`src/rtl/core/mva_pkg.sv`:
```
package mva_pkg;

   // Field widths
   localparam int COORD_BITS = 16;
   localparam int CNT_W      = 16;
   localparam int VOL_W      = 64;
   localparam int VCNT_W     = 3;
   localparam int CSR_IDX_W  = 2;

   // Counter limits
   localparam logic [CNT_W-1:0]  MAX_FACES = 16'd65535;
   localparam logic [CNT_W-1:0]  BAD_MAX   = 16'd65535;
   localparam logic [VCNT_W-1:0] VCNT_MAX  = 3'd7;

   // Datapath widths, all follow from the coordinate width
   localparam int CS_W    = 2 * COORD_BITS + 4;   // cross product sum
   localparam int PS_W    = COORD_BITS + 3;       // position sum
   localparam int LO_W    = COORD_BITS + 2;       // low chunk of a cross sum
   localparam int DIF_W   = COORD_BITS + 4;       // position sum minus n * ref
   localparam int MUL_A_W = COORD_BITS + 3;
   localparam int MUL_B_W = COORD_BITS + 4;
   localparam int PROD_W  = MUL_A_W + MUL_B_W;
   localparam int PART_W  = 3 * COORD_BITS + 10;  // full cross sum times difference
   localparam int PART_XW = (PART_W > VOL_W) ? PART_W : VOL_W;

   localparam logic signed [VOL_W-1:0] VOL_MAX = 64'sh7FFF_FFFF_FFFF_FFFF;
   localparam logic signed [VOL_W-1:0] VOL_MIN = 64'sh8000_0000_0000_0000;

   // Sequencer step limits
   localparam logic [2:0] CROSS_LAST = 3'd6;
   localparam logic [1:0] COMP_LAST  = 2'd2;
   localparam logic [1:0] PHASE_LAST = 2'd3;

   // Register indexes
   typedef enum logic [CSR_IDX_W-1:0] {
      CSR_REF_X = 2'd0,
      CSR_REF_Y = 2'd1,
      CSR_REF_Z = 2'd2
   } mva_csr_type;

   // Sequencer states
   typedef enum logic [6:0] {
      ST_IDLE  = 7'b0000001,
      ST_CROSS = 7'b0000010,
      ST_CLOSE = 7'b0000100,
      ST_DOT   = 7'b0001000,
      ST_SCALE = 7'b0010000,
      ST_ACCUM = 7'b0100000,
      ST_EMIT  = 7'b1000000
   } mva_state_type;

   typedef struct packed {
      mva_state_type state;
      logic [2:0]    stp;   // cross product step
      logic [1:0]    cmp;   // dot product component
      logic [1:0]    phs;   // dot product phase
      logic          clo;   // cross step closes the face
   } mva_ctrl_type;

   typedef struct packed {
      logic signed [COORD_BITS-1:0] coord_x;
      logic signed [COORD_BITS-1:0] coord_y;
      logic signed [COORD_BITS-1:0] coord_z;
      logic                         face_end;
      logic                         mesh_end;
   } mva_req_type;

   typedef struct packed {
      logic signed [VOL_W-1:0] volume_x72;
      logic [CNT_W-1:0]        face_count;
      logic [CNT_W-1:0]        bad_face_count;
      logic                    saturated;
   } mva_rsp_type;

endpackage

```
`src/rtl/core/mesh_volume_accumulator_unit.sv`:
```
// Channel  Ports                           Direction  Transfer when
// req      req_valid req_stall req_data    in         req_valid && !req_stall
// rsp      rsp_valid rsp_stall rsp_data    out        rsp_valid && !rsp_stall
// csr      csr_we csr_index csr_wdata      in         csr_we
//
// A vertex that opens a face or follows the fourth vertex is taken without a cross step; any other
// vertex runs the cross steps: the one shared multiplier forms six cross products, one per cycle,
// plus a drain. Closing a 3- or 4-vertex face adds the closing cross product, a dot product in
// split partial products, weight and accumulate; a bad face only closes; mesh end adds emit.
// Reset is synchronous and clears reference point, counters and volume; no clearing pass.
// The result waits in an output register; only a second mesh end stalls on a full one.
module mesh_volume_accumulator_unit
   import mva_pkg::*;
(
   input  logic                  clock,
   input  logic                  reset,
   input  logic                  req_valid,
   output logic                  req_stall,
   input  mva_req_type           req_data,
   output logic                  rsp_valid,
   input  logic                  rsp_stall,
   output mva_rsp_type           rsp_data,
   input  logic                  csr_we,
   input  logic [CSR_IDX_W-1:0]  csr_index,
   input  logic [COORD_BITS-1:0] csr_wdata
);

   localparam int CB = COORD_BITS;

   mva_ctrl_type ctrl;
   logic         req_xfer;
   logic         rsp_free;
   logic         in_idle;

   logic signed [CB-1:0]     ref_ff [3], ref_in [3];
   logic signed [CB-1:0]     first_ff [3], first_in [3];
   logic signed [CB-1:0]     prev_ff [3], prev_in [3];
   logic signed [CB-1:0]     vin_ff [3], vin_in [3];
   logic signed [CS_W-1:0]   cs_ff [3], cs_in [3];
   logic signed [PS_W-1:0]   pos_ff [3], pos_in [3];
   logic [VCNT_W-1:0]        vcnt_ff, vcnt_in;
   logic signed [PART_W-1:0] part_ff, part_in;
   logic signed [VOL_W-1:0]  dot_ff, dot_in;
   logic signed [VOL_W-1:0]  vol_ff, vol_in;
   logic [CNT_W-1:0]         fseen_ff, fseen_in;
   logic [CNT_W-1:0]         fbad_ff, fbad_in;
   logic                     sat_ff, sat_in;
   logic                     rsp_valid_ff, rsp_valid_in;
   mva_rsp_type              rsp_data_ff, rsp_data_in;

   logic signed [CB-1:0]      vreq [3];
   logic signed [MUL_A_W-1:0] mul_a;
   logic signed [MUL_B_W-1:0] mul_b;
   logic signed [PROD_W-1:0]  prod;
   logic [1:0]                a_idx, b_idx;
   logic signed [CB-1:0]      a_crd, b_crd;
   logic [2:0]                ast;
   logic [1:0]                acc_k;
   logic signed [CS_W-1:0]    cs_sel;
   logic signed [CB-1:0]      ref_sel;
   logic signed [DIF_W-1:0]   nref, diff;
   logic signed [PART_XW-1:0] part_x;
   logic [PART_XW-64:0]       part_hi;
   logic                      part_ovf;
   logic signed [VOL_W-1:0]   part_c;
   logic signed [VOL_W-1:0]   sa_a, sa_b, sa_res;
   logic signed [VOL_W:0]     sa_sum;
   logic                      sa_ovf;
   logic signed [VOL_W+2:0]   sc_x, sc_sum;
   logic [3:0]                sc_hi;
   logic                      sc_ovf;
   logic signed [VOL_W-1:0]   sc_res;
   logic                      emit_load;

   assign in_idle   = (ctrl.state == ST_IDLE);
   assign req_stall = !in_idle;
   assign req_xfer  = req_valid && in_idle;
   assign rsp_free  = !rsp_valid_ff || !rsp_stall;
   assign rsp_valid = rsp_valid_ff;
   assign rsp_data  = rsp_data_ff;

   assign vreq[0] = req_data.coord_x;
   assign vreq[1] = req_data.coord_y;
   assign vreq[2] = req_data.coord_z;

   mva_ctrl u_ctrl (
      .clock    (clock),
      .reset    (reset),
      .req_xfer (req_xfer),
      .req_data (req_data),
      .vcnt     (vcnt_ff),
      .rsp_free (rsp_free),
      .ctrl     (ctrl)
   );

   // Cross product operand order: x = a1*b2 - a2*b1, y = a2*b0 - a0*b2, z = a0*b1 - a1*b0
   always_comb begin
      case (ctrl.stp)
         3'd0:    begin a_idx = 2'd1; b_idx = 2'd2; end
         3'd1:    begin a_idx = 2'd2; b_idx = 2'd1; end
         3'd2:    begin a_idx = 2'd2; b_idx = 2'd0; end
         3'd3:    begin a_idx = 2'd0; b_idx = 2'd2; end
         3'd4:    begin a_idx = 2'd0; b_idx = 2'd1; end
         default: begin a_idx = 2'd1; b_idx = 2'd0; end
      endcase
   end

   assign a_crd = prev_ff[a_idx];
   assign b_crd = ctrl.clo ? first_ff[b_idx] : vin_ff[b_idx];

   // Difference of position sum and n times the reference point
   assign cs_sel  = cs_ff[ctrl.cmp];
   assign ref_sel = ref_ff[ctrl.cmp];
   assign nref = (vcnt_ff == 3'd4) ? {{2{ref_sel[CB-1]}}, ref_sel, 2'b00}
                                   : ({{4{ref_sel[CB-1]}}, ref_sel}
                                      + {{3{ref_sel[CB-1]}}, ref_sel, 1'b0});
   assign diff = {pos_ff[ctrl.cmp][PS_W-1], pos_ff[ctrl.cmp]} - nref;

   // Multiplier operands: coordinates, or a cross sum chunk times the difference
   always_comb begin
      if (ctrl.state == ST_CROSS) begin
         mul_a = {{3{a_crd[CB-1]}}, a_crd};
         mul_b = {{4{b_crd[CB-1]}}, b_crd};
      end else begin
         if (ctrl.phs == 2'd0) begin
            mul_a = {1'b0, cs_sel[LO_W-1:0]};
         end else begin
            mul_a = {cs_sel[CS_W-1], cs_sel[CS_W-1:LO_W]};
         end
         mul_b = diff;
      end
   end

   mva_mul #(
      .A_W (MUL_A_W),
      .B_W (MUL_B_W)
   ) u_mul (
      .clock   (clock),
      .op_a    (mul_a),
      .op_b    (mul_b),
      .prod_ff (prod)
   );

   // Product issued in the previous cross step
   assign ast   = ctrl.stp - 3'd1;
   assign acc_k = ast[2:1];

   // Clamp the full partial sum to the volume range
   assign part_x   = PART_XW'(part_ff);
   assign part_hi  = part_x[PART_XW-1:VOL_W-1];
   assign part_ovf = !((&part_hi) || !(|part_hi));
   assign part_c   = part_ovf ? (part_x[PART_XW-1] ? VOL_MIN : VOL_MAX)
                              : part_x[VOL_W-1:0];

   // Shared saturating adder: dot accumulation, then volume accumulation
   assign sa_a   = (ctrl.state == ST_ACCUM) ? vol_ff : dot_ff;
   assign sa_b   = (ctrl.state == ST_ACCUM) ? dot_ff : part_c;
   assign sa_sum = (VOL_W+1)'(sa_a) + (VOL_W+1)'(sa_b);
   assign sa_ovf = sa_sum[VOL_W] ^ sa_sum[VOL_W-1];
   assign sa_res = sa_ovf ? (sa_sum[VOL_W] ? VOL_MIN : VOL_MAX) : sa_sum[VOL_W-1:0];

   // Face weight: 4 for triangles, 3 for quads
   assign sc_x   = (VOL_W+3)'(dot_ff);
   assign sc_sum = (vcnt_ff == 3'd3) ? (sc_x <<< 2) : ((sc_x <<< 1) + sc_x);
   assign sc_hi  = sc_sum[VOL_W+2:VOL_W-1];
   assign sc_ovf = !((&sc_hi) || !(|sc_hi));
   assign sc_res = sc_ovf ? (sc_sum[VOL_W+2] ? VOL_MIN : VOL_MAX) : sc_sum[VOL_W-1:0];

   assign emit_load = (ctrl.state == ST_EMIT) && rsp_free;

   // Datapath next values
   always_comb begin
      for (int i = 0; i < 3; i++) begin
         ref_in[i]   = ref_ff[i];
         first_in[i] = first_ff[i];
         prev_in[i]  = prev_ff[i];
         vin_in[i]   = vin_ff[i];
         cs_in[i]    = cs_ff[i];
         pos_in[i]   = pos_ff[i];
      end
      vcnt_in     = vcnt_ff;
      part_in     = part_ff;
      dot_in      = dot_ff;
      vol_in      = vol_ff;
      fseen_in    = fseen_ff;
      fbad_in     = fbad_ff;
      sat_in      = sat_ff;
      rsp_data_in = rsp_data_ff;

      // Reference point writes
      if (csr_we) begin
         case (csr_index)
            CSR_REF_X: ref_in[0] = csr_wdata;
            CSR_REF_Y: ref_in[1] = csr_wdata;
            CSR_REF_Z: ref_in[2] = csr_wdata;
            default:   ;
         endcase
      end

      case (ctrl.state)
         ST_IDLE: begin
            if (req_xfer) begin
               vcnt_in = (vcnt_ff == VCNT_MAX) ? vcnt_ff : vcnt_ff + 3'd1;
               for (int i = 0; i < 3; i++) begin
                  vin_in[i] = vreq[i];
                  if (vcnt_ff == 3'd0) begin
                     first_in[i] = vreq[i];
                     prev_in[i]  = vreq[i];
                     pos_in[i]   = PS_W'(vreq[i]);
                     cs_in[i]    = '0;
                  end else if (vcnt_ff < 3'd4) begin
                     pos_in[i] = pos_ff[i] + PS_W'(vreq[i]);
                  end else begin
                     prev_in[i] = vreq[i];
                  end
               end
            end
         end
         ST_CROSS: begin
            if (ctrl.stp != 3'd0) begin
               if (ast[0]) begin
                  cs_in[acc_k] = cs_ff[acc_k] - prod[CS_W-1:0];
               end else begin
                  cs_in[acc_k] = cs_ff[acc_k] + prod[CS_W-1:0];
               end
            end
            if ((ctrl.stp == CROSS_LAST) && !ctrl.clo) begin
               for (int i = 0; i < 3; i++) begin
                  prev_in[i] = vin_ff[i];
               end
            end
         end
         ST_CLOSE: begin
            if (vcnt_ff inside {3'd3, 3'd4}) begin
               dot_in = '0;
            end else begin
               vcnt_in = '0;
               if (fbad_ff < BAD_MAX) begin
                  fbad_in = fbad_ff + 16'd1;
               end
            end
         end
         ST_DOT: begin
            case (ctrl.phs)
               2'd1: part_in = PART_W'(prod);
               2'd2: part_in = part_ff + {prod[PROD_W-1], prod, {LO_W{1'b0}}};
               2'd3: begin
                  dot_in = sa_res;
                  sat_in = sat_ff | part_ovf | sa_ovf;
               end
               default: ;
            endcase
         end
         ST_SCALE: begin
            dot_in = sc_res;
            sat_in = sat_ff | sc_ovf;
         end
         ST_ACCUM: begin
            vol_in  = sa_res;
            sat_in  = sat_ff | sa_ovf;
            vcnt_in = '0;
            if (fseen_ff < MAX_FACES) begin
               fseen_in = fseen_ff + 16'd1;
            end
         end
         ST_EMIT: begin
            if (emit_load) begin
               rsp_data_in = '{volume_x72: vol_ff, face_count: fseen_ff,
                               bad_face_count: fbad_ff, saturated: sat_ff};
               vol_in   = '0;
               fseen_in = '0;
               fbad_in  = '0;
               sat_in   = 1'b0;
            end
         end
         default: ;
      endcase
   end

   // Output register: held until transfer
   assign rsp_valid_in = emit_load || (rsp_valid_ff && rsp_stall);

   // Control registers
   always_ff @(posedge clock) begin
      if (reset) begin
         for (int i = 0; i < 3; i++) begin
            ref_ff[i] <= '0;
         end
         vcnt_ff      <= '0;
         vol_ff       <= '0;
         fseen_ff     <= '0;
         fbad_ff      <= '0;
         sat_ff       <= 1'b0;
         rsp_valid_ff <= 1'b0;
      end else begin
         for (int i = 0; i < 3; i++) begin
            ref_ff[i] <= ref_in[i];
         end
         vcnt_ff      <= vcnt_in;
         vol_ff       <= vol_in;
         fseen_ff     <= fseen_in;
         fbad_ff      <= fbad_in;
         sat_ff       <= sat_in;
         rsp_valid_ff <= rsp_valid_in;
      end
   end

   // Payload registers
   always_ff @(posedge clock) begin
      for (int i = 0; i < 3; i++) begin
         first_ff[i] <= first_in[i];
         prev_ff[i]  <= prev_in[i];
         vin_ff[i]   <= vin_in[i];
         cs_ff[i]    <= cs_in[i];
         pos_ff[i]   <= pos_in[i];
      end
      part_ff     <= part_in;
      dot_ff      <= dot_in;
      rsp_data_ff <= rsp_data_in;
   end

endmodule

```
`src/rtl/core/mva_mul.sv`:
```
module mva_mul
   import mva_pkg::*;
#(
   parameter int A_W = MUL_A_W,
   parameter int B_W = MUL_B_W
) (
   input  logic                       clock,
   input  logic signed [A_W-1:0]      op_a,
   input  logic signed [B_W-1:0]      op_b,
   output logic signed [A_W+B_W-1:0]  prod_ff
);

   logic signed [A_W+B_W-1:0] prod_in;

   // Shared signed multiplier, registered output
   assign prod_in = op_a * op_b;

   always_ff @(posedge clock) begin
      prod_ff <= prod_in;
   end

endmodule

```
`src/rtl/core/mva_ctrl.sv`:
```
module mva_ctrl
   import mva_pkg::*;
(
   input  logic              clock,
   input  logic              reset,
   input  logic              req_xfer,
   input  mva_req_type       req_data,
   input  logic [VCNT_W-1:0] vcnt,
   input  logic              rsp_free,
   output mva_ctrl_type      ctrl
);

   mva_state_type st_ff, st_in;
   logic [2:0]    stp_ff, stp_in;
   logic [1:0]    cmp_ff, cmp_in;
   logic [1:0]    phs_ff, phs_in;
   logic          clo_ff, clo_in;
   logic          fend_ff, fend_in;
   logic          mend_ff, mend_in;

   // Next state
   always_comb begin
      st_in   = st_ff;
      stp_in  = stp_ff;
      cmp_in  = cmp_ff;
      phs_in  = phs_ff;
      clo_in  = clo_ff;
      fend_in = fend_ff;
      mend_in = mend_ff;
      case (st_ff)
         ST_IDLE: begin
            if (req_xfer) begin
               fend_in = req_data.face_end | req_data.mesh_end;
               mend_in = req_data.mesh_end;
               clo_in  = 1'b0;
               stp_in  = '0;
               if (vcnt inside {[3'd1:3'd3]}) begin
                  st_in = ST_CROSS;
               end else if (req_data.face_end | req_data.mesh_end) begin
                  st_in = ST_CLOSE;
               end
            end
         end
         ST_CROSS: begin
            if (stp_ff == CROSS_LAST) begin
               stp_in = '0;
               if (clo_ff) begin
                  st_in  = ST_DOT;
                  cmp_in = '0;
                  phs_in = '0;
               end else if (fend_ff) begin
                  st_in = ST_CLOSE;
               end else begin
                  st_in = ST_IDLE;
               end
            end else begin
               stp_in = stp_ff + 3'd1;
            end
         end
         ST_CLOSE: begin
            if (vcnt inside {3'd3, 3'd4}) begin
               st_in  = ST_CROSS;
               clo_in = 1'b1;
               stp_in = '0;
            end else begin
               st_in = mend_ff ? ST_EMIT : ST_IDLE;
            end
         end
         ST_DOT: begin
            phs_in = phs_ff + 2'd1;
            if (phs_ff == PHASE_LAST) begin
               if (cmp_ff == COMP_LAST) begin
                  st_in = ST_SCALE;
               end else begin
                  cmp_in = cmp_ff + 2'd1;
               end
            end
         end
         ST_SCALE: begin
            st_in = ST_ACCUM;
         end
         ST_ACCUM: begin
            st_in = mend_ff ? ST_EMIT : ST_IDLE;
         end
         ST_EMIT: begin
            if (rsp_free) begin
               st_in = ST_IDLE;
            end
         end
         default: begin
            st_in = ST_IDLE;
         end
      endcase
   end

   always_ff @(posedge clock) begin
      if (reset) begin
         st_ff   <= ST_IDLE;
         stp_ff  <= '0;
         cmp_ff  <= '0;
         phs_ff  <= '0;
         clo_ff  <= 1'b0;
         fend_ff <= 1'b0;
         mend_ff <= 1'b0;
      end else begin
         st_ff   <= st_in;
         stp_ff  <= stp_in;
         cmp_ff  <= cmp_in;
         phs_ff  <= phs_in;
         clo_ff  <= clo_in;
         fend_ff <= fend_in;
         mend_ff <= mend_in;
      end
   end

   assign ctrl = '{state: st_ff, stp: stp_ff, cmp: cmp_ff, phs: phs_ff, clo: clo_ff};

endmodule
```
`config.mk`:
```
export PLATFORM = sky130hd
export DESIGN_NAME = mesh_volume_accumulator_unit
export DESIGN_NICKNAME = d
export VERILOG_FILES = /design/src/rtl/core/mva_pkg.sv /design/src/rtl/core/mesh_volume_accumulator_unit.sv /design/src/rtl/core/mva_mul.sv /design/src/rtl/core/mva_ctrl.sv
export SDC_FILE = /design/constraint.sdc
export NUM_CORES = 2
export LEC_CHECK = 0
export BUFFER_PORTS_ARGS = -buffer_cell sky130_fd_sc_hd__buf_4
export CAP_MARGIN = 20
export CORE_UTILIZATION = 55
export CTS_CLUSTER_DIAMETER = 30
export DETAILED_ROUTE_END_ITERATION = 10
export GPL_ROUTABILITY_DRIVEN = 0
export MAX_ROUTING_LAYER = met4
export PLACE_DENSITY_LB_ADDON = 0.2
export SLEW_MARGIN = 20
export SYNTH_ARGS = -nofsm -noshare
export SYNTH_HDL_FRONTEND = slang
export SYNTH_HIERARCHICAL = 1
export SYNTH_SLANG_ARGS = --single-unit
```
`constraint.sdc`:
```
create_clock -name clock -period 14.7 [get_ports clock]
set_input_delay 1.47 -clock clock [delete_from_list [all_inputs] [get_ports clock]]
set_output_delay 1.47 -clock clock [all_outputs]
set_load 0.005 [all_outputs]
```
==> key figures <==
Setup path
  • WP data required: 15370 ps
  • Critical path's most frequent cell: fa_1
  • Worst path slowest cell: dfxtp_4
  • Crit path kind: register to register
  • Critical Path Fanout Max: 35
  • Worst Setup SP: u_ctrl/cmp_ff[0]
  • CP peak stage delay: 760 ps
  • Worst EP arrival: 12740 ps
  • CP endpoint kind: register
  • WP depth: 45
  • Worst reg2reg path startpoint: u_ctrl/cmp_ff[0]
  • Delay-heaviest family, CP: adder cells
  • Register-to-Register Path Depth: 45
  • Startpoint types: register
  • CP bufs+invs: 5

Clock tree
  • Clk sinks: 733
  • Worst-Skew Late Latency: 810 ps
  • CTS max path bufs: 3
  • Depth of the CTS H-tree: 4
  • CTS tree: done
  • Num CTS Buffers: 176
  • Post-CTS Repair Setup Buffers: 0
  • Hold Buf Count CTS: 0
  • Root buffer cell: clkbuf_16
  • Clock-pin slew on the worst setup and hold paths: 50 ps
  • CTS resizes: 0

Timing
  • Final setup violation count: 0
  • Relative slew slack: 24.1%
  • Final period util: 82.1%
  • Skew final: 47.0 ps
  • Final Max Tran Viols: 0
  • Min cycle time layout: 12060 ps
  • RSZ-0062 raised after global routing: no
  • Worst Tran Pin Value: 1140 ps
  • Final Hold Vio Count: 0
  • Fin Setup TNS: 0 ps
  • Max Freq: 82.9 MHz

Hold path
  • Hold Path Class: register to register
  • Hold path startpoint: vol_ff[1]
  • Hold Path Depth: 0

Drt
  • Pre-antenna DRT Iters: 8
  • Residual DRC count: 0
  • ANT nets after route: 0
  • Wire length per cell: 21.0 um
  • Vias: 52300
  • DR vias/cell: 5.97
  • DRT iter0 DRCs: 4480
  • Total length of routed wires: 184 mm

Placement
  • Port Buffers: 171
  • Dpl hpwl: 138 mm
  • DP Area: 0.0662 mm^2

Layout
  • FILL cells: 9416
  • Finished Cell Area: 0.0723 mm^2
  • Share of layout cells above drive strength 1: 9.61%
  • Net count, final: 8017
  • Area grow syn2layout: 13.8%

Global route
  • Vias in the first global route: 50800
  • Largest net degree at the start of global routing: 160
  • Initial antenna violation count: 1
  • First-pass GRT wire length: 285 mm
  • All-layer global routing usage: 32.2%
  • Overflow left after global routing: 0

Run status
  • Status: finished clean

Synth
  • Seq/Total Area, Yosys: 32.2%
  • Yosys warns: 6
  • Synth Net Count: 7943
  • Mapped Area: 0.0635 mm^2
  • Mean Syn Cell Area: 9.05 um^2
  • FFs w/ async S/R, synth: 0%
  • #FFs+latches synth: 733
  • Syn Inst Count: 7018
  • Main synth FF type: edfxtp_1
  • Distinct cells, synth: 102
  • EDFF count, synth: 576

Die
  • DIE AREA: 0.117 mm^2
  • CORE AREA: 0.114 mm^2
  • FP Rows: 124
  • Die width: 342 um
  • Die height: 342 um
  • Initial Util: 55.5%
  • Total I/O pin count: 172

Flow run
  • MaxCap Viol Count: 0
-- final cells by class --
class                   instances  area, um^2  share of cell area [%]
inverters                     562        2110                    2.92
well taps                    1512        1890                    2.62
diodes                          1        2.50                 0.00346
repair buffers                252        1930                    2.67
clock buffers                 200        4600                    6.36
clock inverters               128        1480                    2.05
multi-input cells            5367       39800                    55.1
flip-flops and latches        733       20400                    28.3
-- synthesized netlist by cell type, types with 62 or more instances --
master	count	area share (%)
a211oi_1	118	1.4
a21o_1	145	1.7
a21oi_1	512	4.0
and2_1	238	2.3
clkbuf_1	305	1.8
dfxtp_1	157	4.9
edfxtp_1	576	27
fa_1	396	12
ha_1	456	9.0
inv_1	560	3.3
mux2i_1	135	2.1
nand2_1	1170	6.9
nand2b_1	62	0.61
nand3_1	83	0.65
nor2_1	465	2.7
nor3_1	70	0.55
o21ai_0	428	3.4
o21bai_1	63	0.74
xnor2_1	186	2.6
xor2_1	118	1.6
-- worst reg2reg max path, delay by kind of cell, from the launching register on --
| family | cells | cell delay (ps) |
|---|---|---|
| and+or+nand+nor | 9 | 1610 |
| buffers and inverters | 5 | 610 |
| muxes | 1 | 280 |
| AOI/OAI and AO/OA | 18 | 3600 |
| adders and majority gates | 11 | 4960 |
| xor gates and xnor gates | 1 | 150 |
| DFF | 1 | 760 |
-- final timing paths --
| check | to | slack (ps) |
|---|---|---|
| min reg2reg | rsp_data[34] | 440 |
| max reg2reg | u_mul/prod_ff[35] | 2640 |
| min | rsp_data[34] | 440 |
| max | u_mul/prod_ff[35] | 2640 |
-- placed cells by master, fill, tap and decap left out, drive strengths merged, types with 56 or more instances in the layout --
master	synthesis	routed
a211oi	119	119
a21o	146	146
a21oi	513	513
and2	240	240
buf	51	252
clkbuf	305	200
clkinv	2	63
dfxtp	157	157
edfxtp	576	576
fa	396	396
ha	456	456
inv	560	589
mux2i	136	136
nand2	1171	1171
nand2b	62	62
nand3	83	83
nor2	467	467
nor3	72	72
o211ai	58	58
o21a	56	56
o21ai	445	445
o21bai	63	63
o22ai	56	56
xnor2	186	186
xor2	118	118
-- through the flow --
stage / hold WS [ps] / setup WS, ps / utilization (%) / cells
3_5_place_dp: 445 / 2680 / 57.9 / 8425
2_1_floorplan: 409 / 2560 / - / 7018
6_report: 442 / 2640 / 63.2 / 8755
3_3_place_gp: 418 / 2930 / 57.9 / 8424
4_1_cts: 427 / 2640 / 63.2 / 8753
5_1_grt: 444 / 1820 / 63.2 / 8755
-- layer usage --
layer | up-vias | global-route usage [%] | part of all wire (%)
met2 | 2297 | 49.1 | 45
li1 | 24600 | - | -
met3 | 429 | 5.48 | 8.6
met5 | - | - | 0
met4 | 0 | 17.3 | 5.6
met1 | 25000 | 41.0 | 41
-- cells by family after synthesis --
| kind of cell | synth area share [%] |
|---|---|
| simple gates | 16.7 |
| compound gates | 16.5 |
| buf+inv | 5.53 |
| fa+ha+maj | 21.5 |
| flops | 32.2 |
| xor+xnor | 4.19 |
| mux | 3.46 |
-- flip-flops by register name, summed over array words and instances (netlist names), 2 cells and up --
register and count:
cs_ff 108, rsp_data 97, dot_ff 64, vol_ff 64, part_ff 58, pos_ff 57, first_ff 48, prev_ff 48
ref_ff 48, vin_ff 48, u_mul/prod_ff 39, fbad_ff 16, fseen_ff 16, u_ctrl/st_ff 7, u_ctrl/stp_ff 3, vcnt_ff 3
u_ctrl/cmp_ff 2, u_ctrl/phs_ff 2
Power is left out: the tool's default activity adds up to more than one toggle a clock period on the data nets, which glitch-free logic cannot reach.
